--- src/design/dfmpa_pkg.sv ---
// Shared types and constants for the depth frame minimum proximity alarm.
package dfmpa_pkg;

  // Frame geometry limits
  localparam int unsigned MAX_COLS = 1024;
  localparam int unsigned MAX_ROWS = 1024;
  localparam int unsigned COL_W    = $clog2(MAX_COLS);
  localparam int unsigned ROW_W    = $clog2(MAX_ROWS);

  // Field widths
  localparam int unsigned DEPTH_W  = 16;
  localparam int unsigned POS_W    = 10;
  localparam int unsigned WGT_W    = 4;
  localparam int unsigned FILT_W   = 20;
  localparam int unsigned SUM_W    = 24;
  localparam int unsigned PROD_W   = 48;

  // Divide-by-ten reciprocal: floor(x / 10) = (x * RECIP10) >> RECIP_SH for x < 2**24
  localparam logic [SUM_W-1:0] RECIP10  = 24'hCCCCCD;
  localparam int unsigned      RECIP_SH = 27;

  localparam logic [WGT_W-1:0] WGT_FULL = 4'd10;

  // Frame summary queue
  localparam int unsigned FIFO_DEPTH = 4;
  localparam int unsigned FIFO_AW    = $clog2(FIFO_DEPTH);

  // Configuration register indexes
  localparam int unsigned CFG_IDX_W = 2;
  typedef enum logic [CFG_IDX_W-1:0] {
    CFG_MIN_VALID_DEPTH = 2'd0,
    CFG_NEW_WEIGHT      = 2'd1,
    CFG_ALARM_THRESHOLD = 2'd2,
    CFG_UNUSED          = 2'd3
  } cfg_index_e;

  // Frame summary passed from scanner to filter
  typedef struct packed {
    logic               found;
    logic [DEPTH_W-1:0] min_depth;
    logic [POS_W-1:0]   row;
    logic [POS_W-1:0]   col;
    logic               guard;
  } frame_sum_t;

endpackage

--- src/design/dfmpa_scan.sv ---
// Pixel scanner: tracks raster position and the first frame minimum.
module dfmpa_scan
  import dfmpa_pkg::*;
(
  input  logic               clk_i,
  input  logic               rst_ni,
  input  logic               px_take_i,
  input  logic [DEPTH_W-1:0] depth_mm_i,
  input  logic               row_end_i,
  input  logic               frame_end_i,
  input  logic               guard_mode_i,
  input  logic [DEPTH_W-1:0] min_valid_depth_i,
  output logic               push_o,
  output frame_sum_t         sum_o
);

  logic [COL_W-1:0]   col_q, col_d;
  logic [ROW_W-1:0]   row_q, row_d;
  logic [DEPTH_W-1:0] run_min_q, run_min_d;
  logic               any_q, any_d;
  logic [POS_W-1:0]   best_row_q, best_row_d;
  logic [POS_W-1:0]   best_col_q, best_col_d;

  logic               px_valid;
  logic               px_better;
  logic               cur_found;
  logic [DEPTH_W-1:0] cur_min;
  logic [POS_W-1:0]   cur_row;
  logic [POS_W-1:0]   cur_col;

  // Minimum candidate including the pixel on the port
  assign px_valid  = depth_mm_i > min_valid_depth_i;
  assign px_better = px_valid && (!any_q || depth_mm_i < run_min_q);
  assign cur_found = any_q || px_valid;
  assign cur_min   = px_better ? depth_mm_i : run_min_q;
  assign cur_row   = px_better ? POS_W'(row_q) : best_row_q;
  assign cur_col   = px_better ? POS_W'(col_q) : best_col_q;

  // Summary pushed on the frame's last pixel; empty frame reports zeros
  assign push_o          = px_take_i && frame_end_i;
  assign sum_o.found     = cur_found;
  assign sum_o.min_depth = cur_found ? cur_min : '0;
  assign sum_o.row       = cur_found ? cur_row : '0;
  assign sum_o.col       = cur_found ? cur_col : '0;
  assign sum_o.guard     = guard_mode_i;

  // Next-state for position and running minimum
  always_comb begin
    col_d      = col_q;
    row_d      = row_q;
    run_min_d  = run_min_q;
    any_d      = any_q;
    best_row_d = best_row_q;
    best_col_d = best_col_q;
    if (px_take_i) begin
      if (frame_end_i) begin
        col_d      = '0;
        row_d      = '0;
        run_min_d  = '1;
        any_d      = 1'b0;
        best_row_d = '0;
        best_col_d = '0;
      end else begin
        run_min_d  = cur_min;
        any_d      = cur_found;
        best_row_d = cur_row;
        best_col_d = cur_col;
        if (row_end_i) begin
          col_d = '0;
          if (row_q < ROW_W'(MAX_ROWS - 1)) begin
            row_d = row_q + 1'b1;
          end
        end else if (col_q < COL_W'(MAX_COLS - 1)) begin
          col_d = col_q + 1'b1;
        end
      end
    end
  end

  always_ff @(posedge clk_i or negedge rst_ni) begin
    if (!rst_ni) begin
      col_q      <= '0;
      row_q      <= '0;
      run_min_q  <= '1;
      any_q      <= 1'b0;
      best_row_q <= '0;
      best_col_q <= '0;
    end else begin
      col_q      <= col_d;
      row_q      <= row_d;
      run_min_q  <= run_min_d;
      any_q      <= any_d;
      best_row_q <= best_row_d;
      best_col_q <= best_col_d;
    end
  end

endmodule

--- src/design/dfmpa_fifo.sv ---
// Short queue of frame summaries between scanner and filter.
module dfmpa_fifo
  import dfmpa_pkg::*;
(
  input  logic       clk_i,
  input  logic       rst_ni,
  input  logic       push_i,
  input  frame_sum_t push_data_i,
  input  logic       pop_i,
  output frame_sum_t pop_data_o,
  output logic       full_o,
  output logic       empty_o
);

  frame_sum_t           mem_q [FIFO_DEPTH];
  logic [FIFO_AW-1:0]   wr_ptr_q, wr_ptr_d;
  logic [FIFO_AW-1:0]   rd_ptr_q, rd_ptr_d;
  logic [FIFO_AW:0]     cnt_q, cnt_d;
  logic                 do_push;
  logic                 do_pop;

  assign full_o     = cnt_q == (FIFO_AW+1)'(FIFO_DEPTH);
  assign empty_o    = cnt_q == '0;
  assign do_push    = push_i && !full_o;
  assign do_pop     = pop_i && !empty_o;
  assign pop_data_o = mem_q[rd_ptr_q];

  // Pointer and fill count update
  always_comb begin
    wr_ptr_d = do_push ? FIFO_AW'(wr_ptr_q + 1'b1) : wr_ptr_q;
    rd_ptr_d = do_pop  ? FIFO_AW'(rd_ptr_q + 1'b1) : rd_ptr_q;
    cnt_d    = cnt_q;
    if (do_push && !do_pop) begin
      cnt_d = cnt_q + 1'b1;
    end else if (!do_push && do_pop) begin
      cnt_d = cnt_q - 1'b1;
    end
  end

  always_ff @(posedge clk_i or negedge rst_ni) begin
    if (!rst_ni) begin
      wr_ptr_q <= '0;
      rd_ptr_q <= '0;
      cnt_q    <= '0;
    end else begin
      wr_ptr_q <= wr_ptr_d;
      rd_ptr_q <= rd_ptr_d;
      cnt_q    <= cnt_d;
    end
  end

  // Storage, no reset needed
  always_ff @(posedge clk_i) begin
    if (do_push) begin
      mem_q[wr_ptr_q] <= push_data_i;
    end
  end

endmodule

--- src/design/dfmpa_filter.sv ---
// Range filter: weighted average of frame minimum, alarm compare and result register.
module dfmpa_filter
  import dfmpa_pkg::*;
(
  input  logic               clk_i,
  input  logic               rst_ni,
  input  logic               empty_i,
  input  frame_sum_t         sum_i,
  output logic               pop_o,
  input  logic [WGT_W-1:0]   new_weight_i,
  input  logic [DEPTH_W-1:0] alarm_threshold_i,
  output logic               out_valid_o,
  input  logic               out_stall_i,
  output logic               found_o,
  output logic [DEPTH_W-1:0] min_depth_mm_o,
  output logic [POS_W-1:0]   min_row_o,
  output logic [POS_W-1:0]   min_col_o,
  output logic [FILT_W-1:0]  filtered_range_o,
  output logic               loiter_request_o
);

  typedef enum logic [3:0] {
    ST_IDLE = 4'b0001,
    ST_SUM  = 4'b0010,
    ST_DIV  = 4'b0100,
    ST_DONE = 4'b1000
  } flt_state_e;

  flt_state_e         state_q, state_d;
  frame_sum_t         item_q;
  logic [SUM_W-1:0]   sum_q;
  logic [FILT_W-1:0]  prod_q;
  logic [FILT_W-1:0]  filt_q, filt_d;
  logic               started_q, started_d;

  logic               out_valid_q, out_valid_d;
  logic               found_q;
  logic [DEPTH_W-1:0] min_depth_q;
  logic [POS_W-1:0]   min_row_q;
  logic [POS_W-1:0]   min_col_q;
  logic [FILT_W-1:0]  range_q;
  logic               loiter_q;

  logic [WGT_W-1:0]   w_sat;
  logic [WGT_W-1:0]   w_old;
  logic [FILT_W-1:0]  cur;
  logic [FILT_W-1:0]  old;
  logic [SUM_W-1:0]   sum_d;
  logic [FILT_W-1:0]  quot;
  logic [FILT_W-1:0]  thr16;
  logic               out_free;
  logic               load_out;

  // Weighted sum w*cur + (10-w)*old + 5, weights above ten act as ten
  assign w_sat = (new_weight_i > WGT_FULL) ? WGT_FULL : new_weight_i;
  assign w_old = WGT_FULL - w_sat;
  assign cur   = {item_q.min_depth, 4'b0000};
  assign old   = started_q ? filt_q : cur;
  assign sum_d = SUM_W'(w_sat) * SUM_W'(cur) + SUM_W'(w_old) * SUM_W'(old) + SUM_W'(5);

  // Quotient by ten via reciprocal, kept to the filter width
  assign quot  = prod_q;
  assign thr16 = {alarm_threshold_i, 4'b0000};

  assign out_free = !out_valid_q || !out_stall_i;
  assign load_out = (state_q == ST_DONE) && out_free;
  assign pop_o    = (state_q == ST_IDLE) && !empty_i;

  // Sequencer for one frame summary
  always_comb begin
    state_d     = state_q;
    filt_d      = filt_q;
    started_d   = started_q;
    out_valid_d = out_valid_q && out_stall_i;
    case (state_q)
      ST_IDLE: begin
        if (!empty_i) begin
          state_d = ST_SUM;
        end
      end
      ST_SUM:  state_d = ST_DIV;
      ST_DIV:  state_d = ST_DONE;
      ST_DONE: begin
        if (out_free) begin
          filt_d      = quot;
          started_d   = 1'b1;
          out_valid_d = 1'b1;
          state_d     = ST_IDLE;
        end
      end
      default: state_d = ST_IDLE;
    endcase
  end

  always_ff @(posedge clk_i or negedge rst_ni) begin
    if (!rst_ni) begin
      state_q     <= ST_IDLE;
      filt_q      <= '0;
      started_q   <= 1'b0;
      out_valid_q <= 1'b0;
    end else begin
      state_q     <= state_d;
      filt_q      <= filt_d;
      started_q   <= started_d;
      out_valid_q <= out_valid_d;
    end
  end

  // Datapath registers
  always_ff @(posedge clk_i) begin
    if (pop_o) begin
      item_q <= sum_i;
    end
    if (state_q == ST_SUM) begin
      sum_q <= sum_d;
    end
    if (state_q == ST_DIV) begin
      prod_q <= FILT_W'((PROD_W'(sum_q) * PROD_W'(RECIP10)) >> RECIP_SH);
    end
    if (load_out) begin
      found_q     <= item_q.found;
      min_depth_q <= item_q.min_depth;
      min_row_q   <= item_q.row;
      min_col_q   <= item_q.col;
      range_q     <= quot;
      loiter_q    <= item_q.guard && (quot < thr16);
    end
  end

  assign out_valid_o      = out_valid_q;
  assign found_o          = found_q;
  assign min_depth_mm_o   = min_depth_q;
  assign min_row_o        = min_row_q;
  assign min_col_o        = min_col_q;
  assign filtered_range_o = range_q;
  assign loiter_request_o = loiter_q;

endmodule

--- src/design/depth_frame_min_proximity_alarm_unit.sv ---
// Top level of the depth frame minimum proximity alarm.
// Depth pixels enter in raster order, one per clock, and are never held back
// except when four frame summaries are already queued for the filter. Each
// frame's last pixel yields one result. The filter sequencer takes one summary
// at a time through dequeue, weighted sum, divide-by-ten multiply and result
// load in turn, so back-to-back frames with fewer pixels than those steps fill
// the queue. Results wait in an output register while the scanner keeps
// taking pixels. Configuration writes are always ready and take effect at once.
module depth_frame_min_proximity_alarm_unit
  import dfmpa_pkg::*;
(
  input  logic                 clk_i,
  input  logic                 rst_ni,
  input  logic                 cfg_valid_i,
  output logic                 cfg_ready_o,
  input  logic [CFG_IDX_W-1:0] cfg_index_i,
  input  logic [DEPTH_W-1:0]   cfg_data_i,
  input  logic                 in_valid_i,
  output logic                 in_stall_o,
  input  logic [DEPTH_W-1:0]   in_depth_mm_i,
  input  logic                 in_row_end_i,
  input  logic                 in_frame_end_i,
  input  logic                 in_guard_mode_i,
  output logic                 out_valid_o,
  input  logic                 out_stall_i,
  output logic                 out_found_o,
  output logic [DEPTH_W-1:0]   out_min_depth_mm_o,
  output logic [POS_W-1:0]     out_min_row_o,
  output logic [POS_W-1:0]     out_min_col_o,
  output logic [FILT_W-1:0]    out_filtered_range_o,
  output logic                 out_loiter_request_o
);

  logic [DEPTH_W-1:0] min_valid_q;
  logic [WGT_W-1:0]   weight_q;
  logic [DEPTH_W-1:0] threshold_q;

  logic       px_take;
  logic       push;
  frame_sum_t push_data;
  logic       pop;
  frame_sum_t pop_data;
  logic       fifo_full;
  logic       fifo_empty;

  // Configuration registers
  assign cfg_ready_o = 1'b1;

  always_ff @(posedge clk_i or negedge rst_ni) begin
    if (!rst_ni) begin
      min_valid_q <= DEPTH_W'(10);
      weight_q    <= WGT_W'(3);
      threshold_q <= DEPTH_W'(550);
    end else if (cfg_valid_i && cfg_ready_o) begin
      case (cfg_index_i)
        CFG_MIN_VALID_DEPTH: min_valid_q <= cfg_data_i;
        CFG_NEW_WEIGHT:      weight_q    <= cfg_data_i[WGT_W-1:0];
        CFG_ALARM_THRESHOLD: threshold_q <= cfg_data_i;
        default: ;
      endcase
    end
  end

  assign in_stall_o = fifo_full;
  assign px_take    = in_valid_i && !in_stall_o;

  dfmpa_scan u_scan (
    .clk_i             (clk_i),
    .rst_ni            (rst_ni),
    .px_take_i         (px_take),
    .depth_mm_i        (in_depth_mm_i),
    .row_end_i         (in_row_end_i),
    .frame_end_i       (in_frame_end_i),
    .guard_mode_i      (in_guard_mode_i),
    .min_valid_depth_i (min_valid_q),
    .push_o            (push),
    .sum_o             (push_data)
  );

  dfmpa_fifo u_fifo (
    .clk_i       (clk_i),
    .rst_ni      (rst_ni),
    .push_i      (push),
    .push_data_i (push_data),
    .pop_i       (pop),
    .pop_data_o  (pop_data),
    .full_o      (fifo_full),
    .empty_o     (fifo_empty)
  );

  dfmpa_filter u_filter (
    .clk_i             (clk_i),
    .rst_ni            (rst_ni),
    .empty_i           (fifo_empty),
    .sum_i             (pop_data),
    .pop_o             (pop),
    .new_weight_i      (weight_q),
    .alarm_threshold_i (threshold_q),
    .out_valid_o       (out_valid_o),
    .out_stall_i       (out_stall_i),
    .found_o           (out_found_o),
    .min_depth_mm_o    (out_min_depth_mm_o),
    .min_row_o         (out_min_row_o),
    .min_col_o         (out_min_col_o),
    .filtered_range_o  (out_filtered_range_o),
    .loiter_request_o  (out_loiter_request_o)
  );

endmodule

--- config.mk ---
export PLATFORM = sky130hd
export DESIGN_NAME = depth_frame_min_proximity_alarm_unit
export DESIGN_NICKNAME = d
export VERILOG_FILES = /design/src/design/dfmpa_pkg.sv /design/src/design/dfmpa_scan.sv /design/src/design/dfmpa_fifo.sv /design/src/design/dfmpa_filter.sv /design/src/design/depth_frame_min_proximity_alarm_unit.sv
export SDC_FILE = /design/constraint.sdc
export NUM_CORES = 1
export LEC_CHECK = 0
export BUFFER_PORTS_ARGS = -buffer_cell sky130_fd_sc_hd__buf_2
export CAP_MARGIN = 20
export CORE_AREA = 5 5 298 329
export CTS_BUF_LIST = sky130_fd_sc_hd__clkbuf_8
export DETAILED_ROUTE_END_ITERATION = 16
export DIE_AREA = 0 0 303 334
export HOLD_SLACK_MARGIN = 0.1
export SYNTH_ARGS = -nofsm -noshare
export SYNTH_HDL_FRONTEND = slang
export SYNTH_HIERARCHICAL = 1
export SYNTH_SLANG_ARGS = --single-unit
export TNS_END_PERCENT = 1
--- constraint.sdc ---
create_clock -name clk_i -period 12.8 [get_ports clk_i]
set_input_delay 1.28 -clock clk_i [delete_from_list [all_inputs] [get_ports clk_i]]
set_output_delay 1.28 -clock clk_i [all_outputs]
set_load 0.005 [all_outputs]
==> impl_results.md, run 1 <==
* Post-Syn Instances at 2820
* Dpl cells at 4129
* Cells along the critical path: o21ai_0 -> buf_4 -> nand2_1 -> clkinv_1 -> ha_1 -> nor2b_1 -> and2_1 -> fa_1 -> fa_1 -> inv_1 -> fa_1 -> inv_1 -> ha_1 -> o21ai_0 -> o21ai_1 -> o211ai_2 -> a31oi_1 -> a311o_1 -> a31oi_2 -> o21ai_1 -> xnor2_1
* # nets final at 3654
* FILL cells at 9193
* Sum Neg Setup Slack at 0 ns
* Final non-filler cell total at 4265
* TritonCTS clock tree: yes
* Effective utilization at floorplan at 34.9%
* Post-route clock period utilization at 55.8%
* Hold_sp: u_filter/item_q[8]
* Fmax at 140 MHz
* Core footprint at 93900 sq um
* Kind of cell adding the most delay to the critical path: adder cells
* Min-Delay Path Class: reg2reg
* Tot GR Track Use at 16.1%
* Die height at 334 um
* DP HPWL at 61900 um
* Largest net degree at the start of global routing at 79
* CP Launch Type: register
* Num rows at 118
* Clock skew at 0.0418 ns
* Drt total wl at 80600 um
* Total CTS buffers at 74
* Maxcap violations at 0
* Post-synth ARST share at 30.1%
* Ys flop type: edfxtp_1
* Drt wl/cell at 18.9 um
* First-pass GRT wire length at 126000 um
* Total setup buffers inserted after CTS at 0
* Drt pass-1 iters at 5
* Syn avg cell area at 11.6 sq um
* # setup viols final at 0
* Vias at 20700
* Yosys warns at 6
* Mapped Area at 32800 sq um
* Synth Net Count at 3527
* # IOs at 103
* Slew HR at 37.2%
* DR top layer: met4
* R2R depth at 21
* Final-report max-slew violation count at 0
* M1 WL at 33100 um
* Status: finished, final reports clean
* Seq cells post-synth at 418
* Crit-path max FO at 21
* R2r startpoint: weight_q[3]
* WHS Endpoint: u_filter/min_col_o[7]
* Clock buffer depth at 3
* Clock-pin slew on the worst setup and hold paths at 0.05 ns
* Die X at 303 um
* Worst slew pin tran at 0.939 ns
* Arr. time, crit path at 7.55 ns
* WP buf/inv at 4
* Critical Path Max Stage Delay at 0.96 ns
* RSZ-0062 raised after global routing: false
* Root Buffer: clkbuf_8
* H-Tree Depth at 3
* Largest cells by area after synthesis: edfxtp_1 (27%), fa_1 (19%), ha_1 (14%), dfrtp_1 (7.7%), inv_1 (6.5%)
* Worst Path Required at 13.21 ns
* Clock Latency Late Sink at 0.69 ns
* Worst Setup End Kind: register
* Die ar. at 101000 sq um
* Critical Path Most Common Cell: fa_1
* Initial antenna violation count at 5
* Synth cell types at 97
* Slowest CP cell: ha_1
* Slack of the critical path at 5.66 ns
* Drc violations at 0
* Final hold slack at 0.417 ns
* IO buf count at 101
* Via density at 4.86
* Critical path class: reg2reg
* RePlAce Congestion at 0.879
* GRT overflow at 0
* Cts repair resizes at 0
* DRT iter0 DRCs at 1199
* Vias in the first global route at 22000
* Routed wl met2 at 40400 um
* Met3 wire length at 4260 um
* Post-synth EDFFs at 292
* Fraction of layout cells with a size suffix above 1 at 13.6%
* Reg2Reg Capture Point: u_filter/sum_q[23]
* Place WS at 5.64 ns
* Detail Route Antenna Nets at 0
* Final hold violation count at 0
* Worst reg-to-reg setup slack at 5.66 ns
* Post-synth top area share at 26.8%
* Syn-to-layout area delta at 10.3%
* Seq/Total Area, Yosys at 36.5%
* CTS Hold Bufs at 0
* # clock sinks at 418
* Min Tclk post-route at 7.14 ns
* Synth area leader: edfxtp_1
* Hold Path Depth at 0
[registers in the layout, indices dropped and copies added (netlist names), 2 cells and up]
name,flops
min_valid_q,16
threshold_q,16
u_fifo/cnt_q,3
u_fifo/mem_q,152
u_fifo/rd_ptr_q,2
u_fifo/wr_ptr_q,2
u_filter/cur,16
u_filter/filt_q,20
u_filter/filtered_range_o,20
u_filter/item_q,22
u_filter/min_col_o,10
u_filter/min_depth_mm_o,16
u_filter/min_row_o,10
u_filter/prod_q,20
u_filter/state_q,4
u_filter/sum_q,24
u_scan/best_col_q,10
u_scan/best_row_q,10
u_scan/col_q,10
u_scan/row_q,10
u_scan/run_min_q,16
weight_q,4
[worst max path at each step]
stage / slack, ns / cells past startpoint / end / startpoint
floorplan: 6.86 / 22 / u_filter/prod_q[18] / u_filter/sum_q[17]
global placement: 5.72 / 21 / u_filter/sum_q[23] / weight_q[3]
detailed placement: 5.64 / 21 / u_filter/sum_q[23] / weight_q[3]
CTS: 5.63 / 21 / u_filter/sum_q[23] / weight_q[3]
global route: 5.18 / 21 / u_filter/sum_q[23] / weight_q[3]
finish: 5.66 / 21 / u_filter/sum_q[23] / weight_q[3]
[stage by stage]
stage          utilization, %  area, sq um
6_report                 38.5        36100
4_1_cts                  38.4        36100
3_5_place_dp             36.9        34600
3_3_place_gp             36.9        34600
5_1_grt                  38.5        36100
2_1_floorplan               -        32800
[worst reg2reg max path: stages, from the launching register on]
cell	delay (ns)
dfrtp_1	0.69
o21ai_0	0.20
buf_4	0.23
nand2_1	0.26
clkinv_1	0.63
ha_1	0.97
nor2b_1	0.16
and2_1	0.21
fa_1	0.46
fa_1	0.54
inv_1	0.05
fa_1	0.53
inv_1	0.04
ha_1	0.33
o21ai_0	0.28
o21ai_1	0.13
o211ai_2	0.11
a31oi_1	0.18
a311o_1	0.42
a31oi_2	0.23
o21ai_1	0.11
xnor2_1	0.13
[logic make-up after synthesis]
logic type	after synthesis	share of synthesized area, %
fa+ha+maj	665	32.4
buf+inv	645	7.94
simple gates	588	8.96
flops	418	36.5
compound gates	340	7.85
mux	94	4.53
xor+xnor	69	1.84
other cells	1	0.0114
[routing by layer]
layer	track usage [%]	up-vias
met4	5.96	0
met5	0	-
met1	20.1	10400
met2	27.9	490
li1	-	9754
met3	3.12	128
[layout by cell type (no fill, tap or decap), drive strengths merged, types with 7 or more instances in the layout]
master	netlist	final
inv	566	590
ha	360	360
fa	305	305
edfxtp	292	292
nand2	198	198
nor2	133	133
buf	32	129
dfrtp	101	101
clkbuf	46	75
a21oi	70	70
and2	59	59
mux2	51	51
xnor2	50	50
o21ai	47	47
nand2b	45	45
mux4	38	38
a22o	37	37
and3	30	30
a211oi	30	30
a21o	26	26
dfstp	25	25
o2111ai	25	25
clkinv	1	25
nand3	24	24
nor3	23	23
o311ai	20	20
xor2	19	19
a2111oi	16	16
nand4	16	16
nor2b	15	15
o21a	11	11
or2	11	11
o211ai	10	10
o21bai	8	8
a31oi	7	7
[final cells by class]
type | instances | area [sq um] | share of cell area (%)
clock buffer | 75 | 1030 | 2.86
antenna | 2 | 5.00 | 0.0139
timing repair buffer | 129 | 726 | 2.01
sequential | 418 | 12000 | 33.1
inverter | 567 | 2130 | 5.89
tap | 1260 | 1580 | 4.36
clock inverter | 57 | 455 | 1.26
multi-input combinational | 1757 | 18200 | 50.5
[synthesized netlist by cell type (6+ instances only)]
master,n
and2_1,58
o211ai_1,6
nand2b_1,45
nand2_1,198
nand4_1,14
buf_6,12
a2111oi_0,16
nor3_1,18
a22o_1,37
dfstp_2,25
a21o_1,24
or2_2,7
xnor2_1,50
o21ai_1,6
o2111ai_1,25
and3_1,30
nand3_1,24
xor2_1,19
mux2_2,50
a21oi_1,66
o21a_1,11
fa_1,305
clkbuf_1,43
dfrtp_1,101
o21ai_0,39
ha_1,360
inv_1,566
buf_1,6
o21bai_1,8
edfxtp_1,292
nor2b_1,15
mux4_2,38
nor2_1,132
a211oi_1,27
o311ai_0,16
Power of run 1 is left out: the tool's default activity adds up to more than one toggle a clock period on the data nets, which glitch-free logic cannot reach.
==> run 2: changes to the inputs <==
ABC_AREA = 1   (was unset)
CORE_AREA = 5 5 306 338   (was 5 5 298 329)
DIE_AREA = 0 0 311 343   (was 0 0 303 334)
clock period = 5.8 ns   (was 12.8 ns; I/O delays follow)
==> run 2 against run 1 <==
Compared with the run above:
- register-to-register slack worse by 5.6 ns
- first-iteration DRC count is 13% higher
- sequential cell count unchanged
- hold slack lost 0.25 ns
- setup slack worse by 5.6 ns
==> impl_results.md, run 2 <==
* Status: finished, final reports clean (unchanged)
* Via density at 4.72 (was 4.86)
* Core footprint at 99800 sq um (was 93900 sq um)
* Critical Path Most Common Cell: fa_1 (unchanged)
* Clock buffer depth at 3 (unchanged)
* Initial antenna violation count at 11 (was 5)
* Top reg by flops: u_fifo/mem_q (unchanged)
* Vias in the first global route at 25700 (was 22000)
* Worst reg-to-reg setup slack at 0.02 ns (was 5.66 ns)
* Synth Net Count at 4406 (was 3527)
* Detail Route Antenna Nets at 0 (unchanged)
* Final hold slack at 0.163 ns (was 0.417 ns)
* Biggest regs: u_fifo/mem_q: 152 flops, u_filter/sum_q: 24 flops, u_filter/item_q: 22 flops (unchanged)
* # clock sinks at 418 (unchanged)
* Post-Syn Instances at 3699 (was 2820)
* Drc violations at 0 (unchanged)
* Worst slew pin tran at 0.943 ns (was 0.939 ns)
* R2R depth at 20 (was 21)
* Grt peak-use layer: met2 (unchanged)
* Seq/Total Area, Yosys at 34.7% (was 36.5%)
* TritonCTS clock tree: yes (unchanged)
* Syn-to-layout area delta at 13.3% (was 10.3%)
* Final hold violation count at 0 (unchanged)
* Synth area leader: edfxtp_1 (unchanged)
* DP HPWL at 76000 um (was 61900 um)
* Slowest CP cell: fa_1 (was ha_1)
* Clock-pin slew on the worst setup and hold paths at 0.06 ns (was 0.05 ns)
* RSZ-0062 raised after global routing: true (was false)
* RePlAce Congestion at 0.945 (was 0.879)
* Die ar. at 107000 sq um (was 101000 sq um)
* Mapped Area at 34500 sq um (was 32800 sq um)
* Yosys warns at 6 (unchanged)
* Critical path class: reg2reg (unchanged)
* # nets final at 4651 (was 3654)
* Most instantiated library cell after synthesis: inv_1 (unchanged)
* Crit-path max FO at 3 (was 21)
* Post-route clock period utilization at 99.7% (was 55.8%)
* DRT iter0 DRCs at 1359 (was 1199)
* Grt met1 use at 21.7% (was 20.1%)
* H-Tree Depth at 3 (unchanged)
* Drt wl/cell at 17.9 um (was 18.9 um)
* Syn avg cell area at 9.32 sq um (was 11.6 sq um)
* Most common cell after layout, fill and taps aside: inv_1 (unchanged)
* Drt total wl at 95400 um (was 80600 um)
* First-pass GRT wire length at 147000 um (was 126000 um)
* Total CTS buffers at 79 (was 74)
* Effective utilization at floorplan at 34.5% (was 34.9%)
* Arr. time, crit path at 6.22 ns (was 7.55 ns)
* Met3 Usage GRT at 3.21% (was 3.12%)
* Seq cells post-synth at 418 (unchanged)
* Worst Setup End Kind: register (unchanged)
* Largest cells by area after synthesis: edfxtp_1 (25%), fa_1 (18%), ha_1 (13%), inv_1 (9.2%), nand2_1 (8.1%) (was edfxtp_1 (27%), fa_1 (19%), ha_1 (14%), dfrtp_1 (7.7%), inv_1 (6.5%))
* Met2 usage at 31.2% (was 27.9%)
* Critical Path Max Stage Delay at 0.53 ns (was 0.96 ns)
* Post-synth top cells: inv_1 (845), nand2_1 (746), ha_1 (360) (was inv_1 (566), ha_1 (360), fa_1 (305))
* Clock Latency Late Sink at 0.72 ns (was 0.69 ns)
* Fraction of layout cells with a size suffix above 1 at 14.1% (was 13.6%)
* Post-synth ARST share at 30.1% (unchanged)
* Slew HR at 37.0% (was 37.2%)
* Number of flip-flops in the largest register at 152 (unchanged)
* FILL cells at 10000 (was 9193)
* Post-synth top area share at 25.4% (was 26.8%)
* Ys flop type: edfxtp_1 (unchanged)
* Highest-count cells in the layout ignoring fill and taps: inv_1 (855), nand2_1 (745), ha_1 (344) (was inv_1 (585), ha_1 (360), fa_1 (305))
* Cells along the critical path: ha_1 -> inv_1 -> fa_1 -> inv_1 -> fa_1 -> fa_1 -> inv_1 -> fa_1 -> inv_1 -> fa_1 -> fa_1 -> ha_1 -> a21oi_1 -> o21ai_0 -> a21oi_1 -> nor2_1 -> o21ai_1 -> nand3_1 -> nand2_1 -> nand2_1 (was o21ai_0 -> buf_4 -> nand2_1 -> clkinv_1 -> ha_1 -> nor2b_1 -> and2_1 -> fa_1 -> fa_1 -> inv_1 -> fa_1 -> inv_1 -> ha_1 -> o21ai_0 -> o21ai_1 -> o211ai_2 -> a31oi_1 -> a311o_1 -> a31oi_2 -> o21ai_1 -> xnor2_1)
* GRT overflow at 0 (unchanged)
* Num rows at 122 (was 118)
* Largest net degree at the start of global routing at 108 (was 79)
* Min-Delay Path Class: in2reg (was reg2reg)
* # IOs at 103 (unchanged)
* Min Tclk post-route at 5.78 ns (was 7.14 ns)
* Clock skew at 0.0701 ns (was 0.0418 ns)
* Hold Path Depth at 3 (was 0)
* Drt pass-1 iters at 6 (was 5)
* Die height at 343 um (was 334 um)
* Final-report max-slew violation count at 0 (unchanged)
* Vias at 25100 (was 20700)
* # setup viols final at 0 (unchanged)
* Synth cell types at 52 (was 97)
* Fmax at 173 MHz (was 140 MHz)
* Tot GR Track Use at 17.8% (was 16.1%)
* Maxcap violations at 0 (unchanged)
* IO buf count at 101 (unchanged)
* Worst Path Required at 6.23 ns (was 13.21 ns)
* Root Buffer: clkbuf_8 (unchanged)
* Die X at 311 um (was 303 um)
* Post-synth EDFFs at 292 (unchanged)
* CP Launch Type: register (unchanged)
[run 2: logic make-up after synthesis]
family,after synthesis,share of synthesized area (%)
simple gates,1228,14.8
buf+inv,944,10.9
fa+ha+maj,665,30.8
flops,418,34.7
compound gates,393,7.56
xor+xnor,50,1.27
other cells,1,0.0109
[run 2: layout make-up]
type | count | area, sq um | share of cell area [%]
clock inverters | 63 | 369 | 0.945
flip-flops and latches | 418 | 12000 | 30.6
inverters | 866 | 3260 | 8.34
multi-input cells | 2337 | 19100 | 48.9
clock buffers | 83 | 1140 | 2.92
repair buffers | 242 | 1590 | 4.06
diodes | 6 | 15.0 | 0.0384
well taps | 1302 | 1630 | 4.17
[run 2: path summary, 6_finish.rpt]
kind                                         end                start
max reg2reg                  u_filter/prod_q[17]   u_filter/sum_q[13]
max in group asynchronous         min_valid_q[9]               rst_ni
min                               threshold_q[5]        cfg_data_i[5]
min reg2reg                u_filter/min_row_o[2]  u_filter/item_q[13]
min in group asynchronous   u_scan/best_row_q[2]               rst_ni
max                          u_filter/prod_q[17]   u_filter/sum_q[13]
[run 2: critical path, delay by kind of cell, from the launching register on]
kind,cells,cell delay [ns]
adder cells (fa/ha/maj),8,3.67
flip-flops,1,0.48
AND/OR/NAND/NOR,4,0.31
AO/OA/AOI/OAI,4,0.79
buffers and inverters,4,0.29
[run 2: what timing repair did]
item	CTS	global route
pin swaps	0	12
setup endpoints to repair	9	31
endpoints found under the hold margin	62	0
hold buffers	2	0
gates resized for setup	4	78
setup buffers	1	1
[run 2: per-stage QoR]
stage / setup slack, ns / TNS (ns) / std cells / instance area [sq um] / utilization (%)
6_report: 0.0151 / 0 / 5317 / 39100 / 39.1
5_1_grt: -0.183 / -2.07 / 5317 / 39100 / 39.1
4_1_cts: -0.0293 / -0.0684 / 5310 / 38800 / 38.8
3_5_place_dp: 0.0228 / 0 / 5161 / 37200 / 37.3
3_3_place_gp: 0.00647 / 0 / 5161 / 37200 / 37.3
2_1_floorplan: 0.351 / 0 / 3699 / 34500 / -
[run 2: routing by layer]
layer	part of all wire [%]	vias to the layer above
met5	0.027	-
met4	4.4	4
met3	4.8	190
met2	50	541
met1	41	12200
li1	-	12200
Power of run 2 is left out for the same reason.
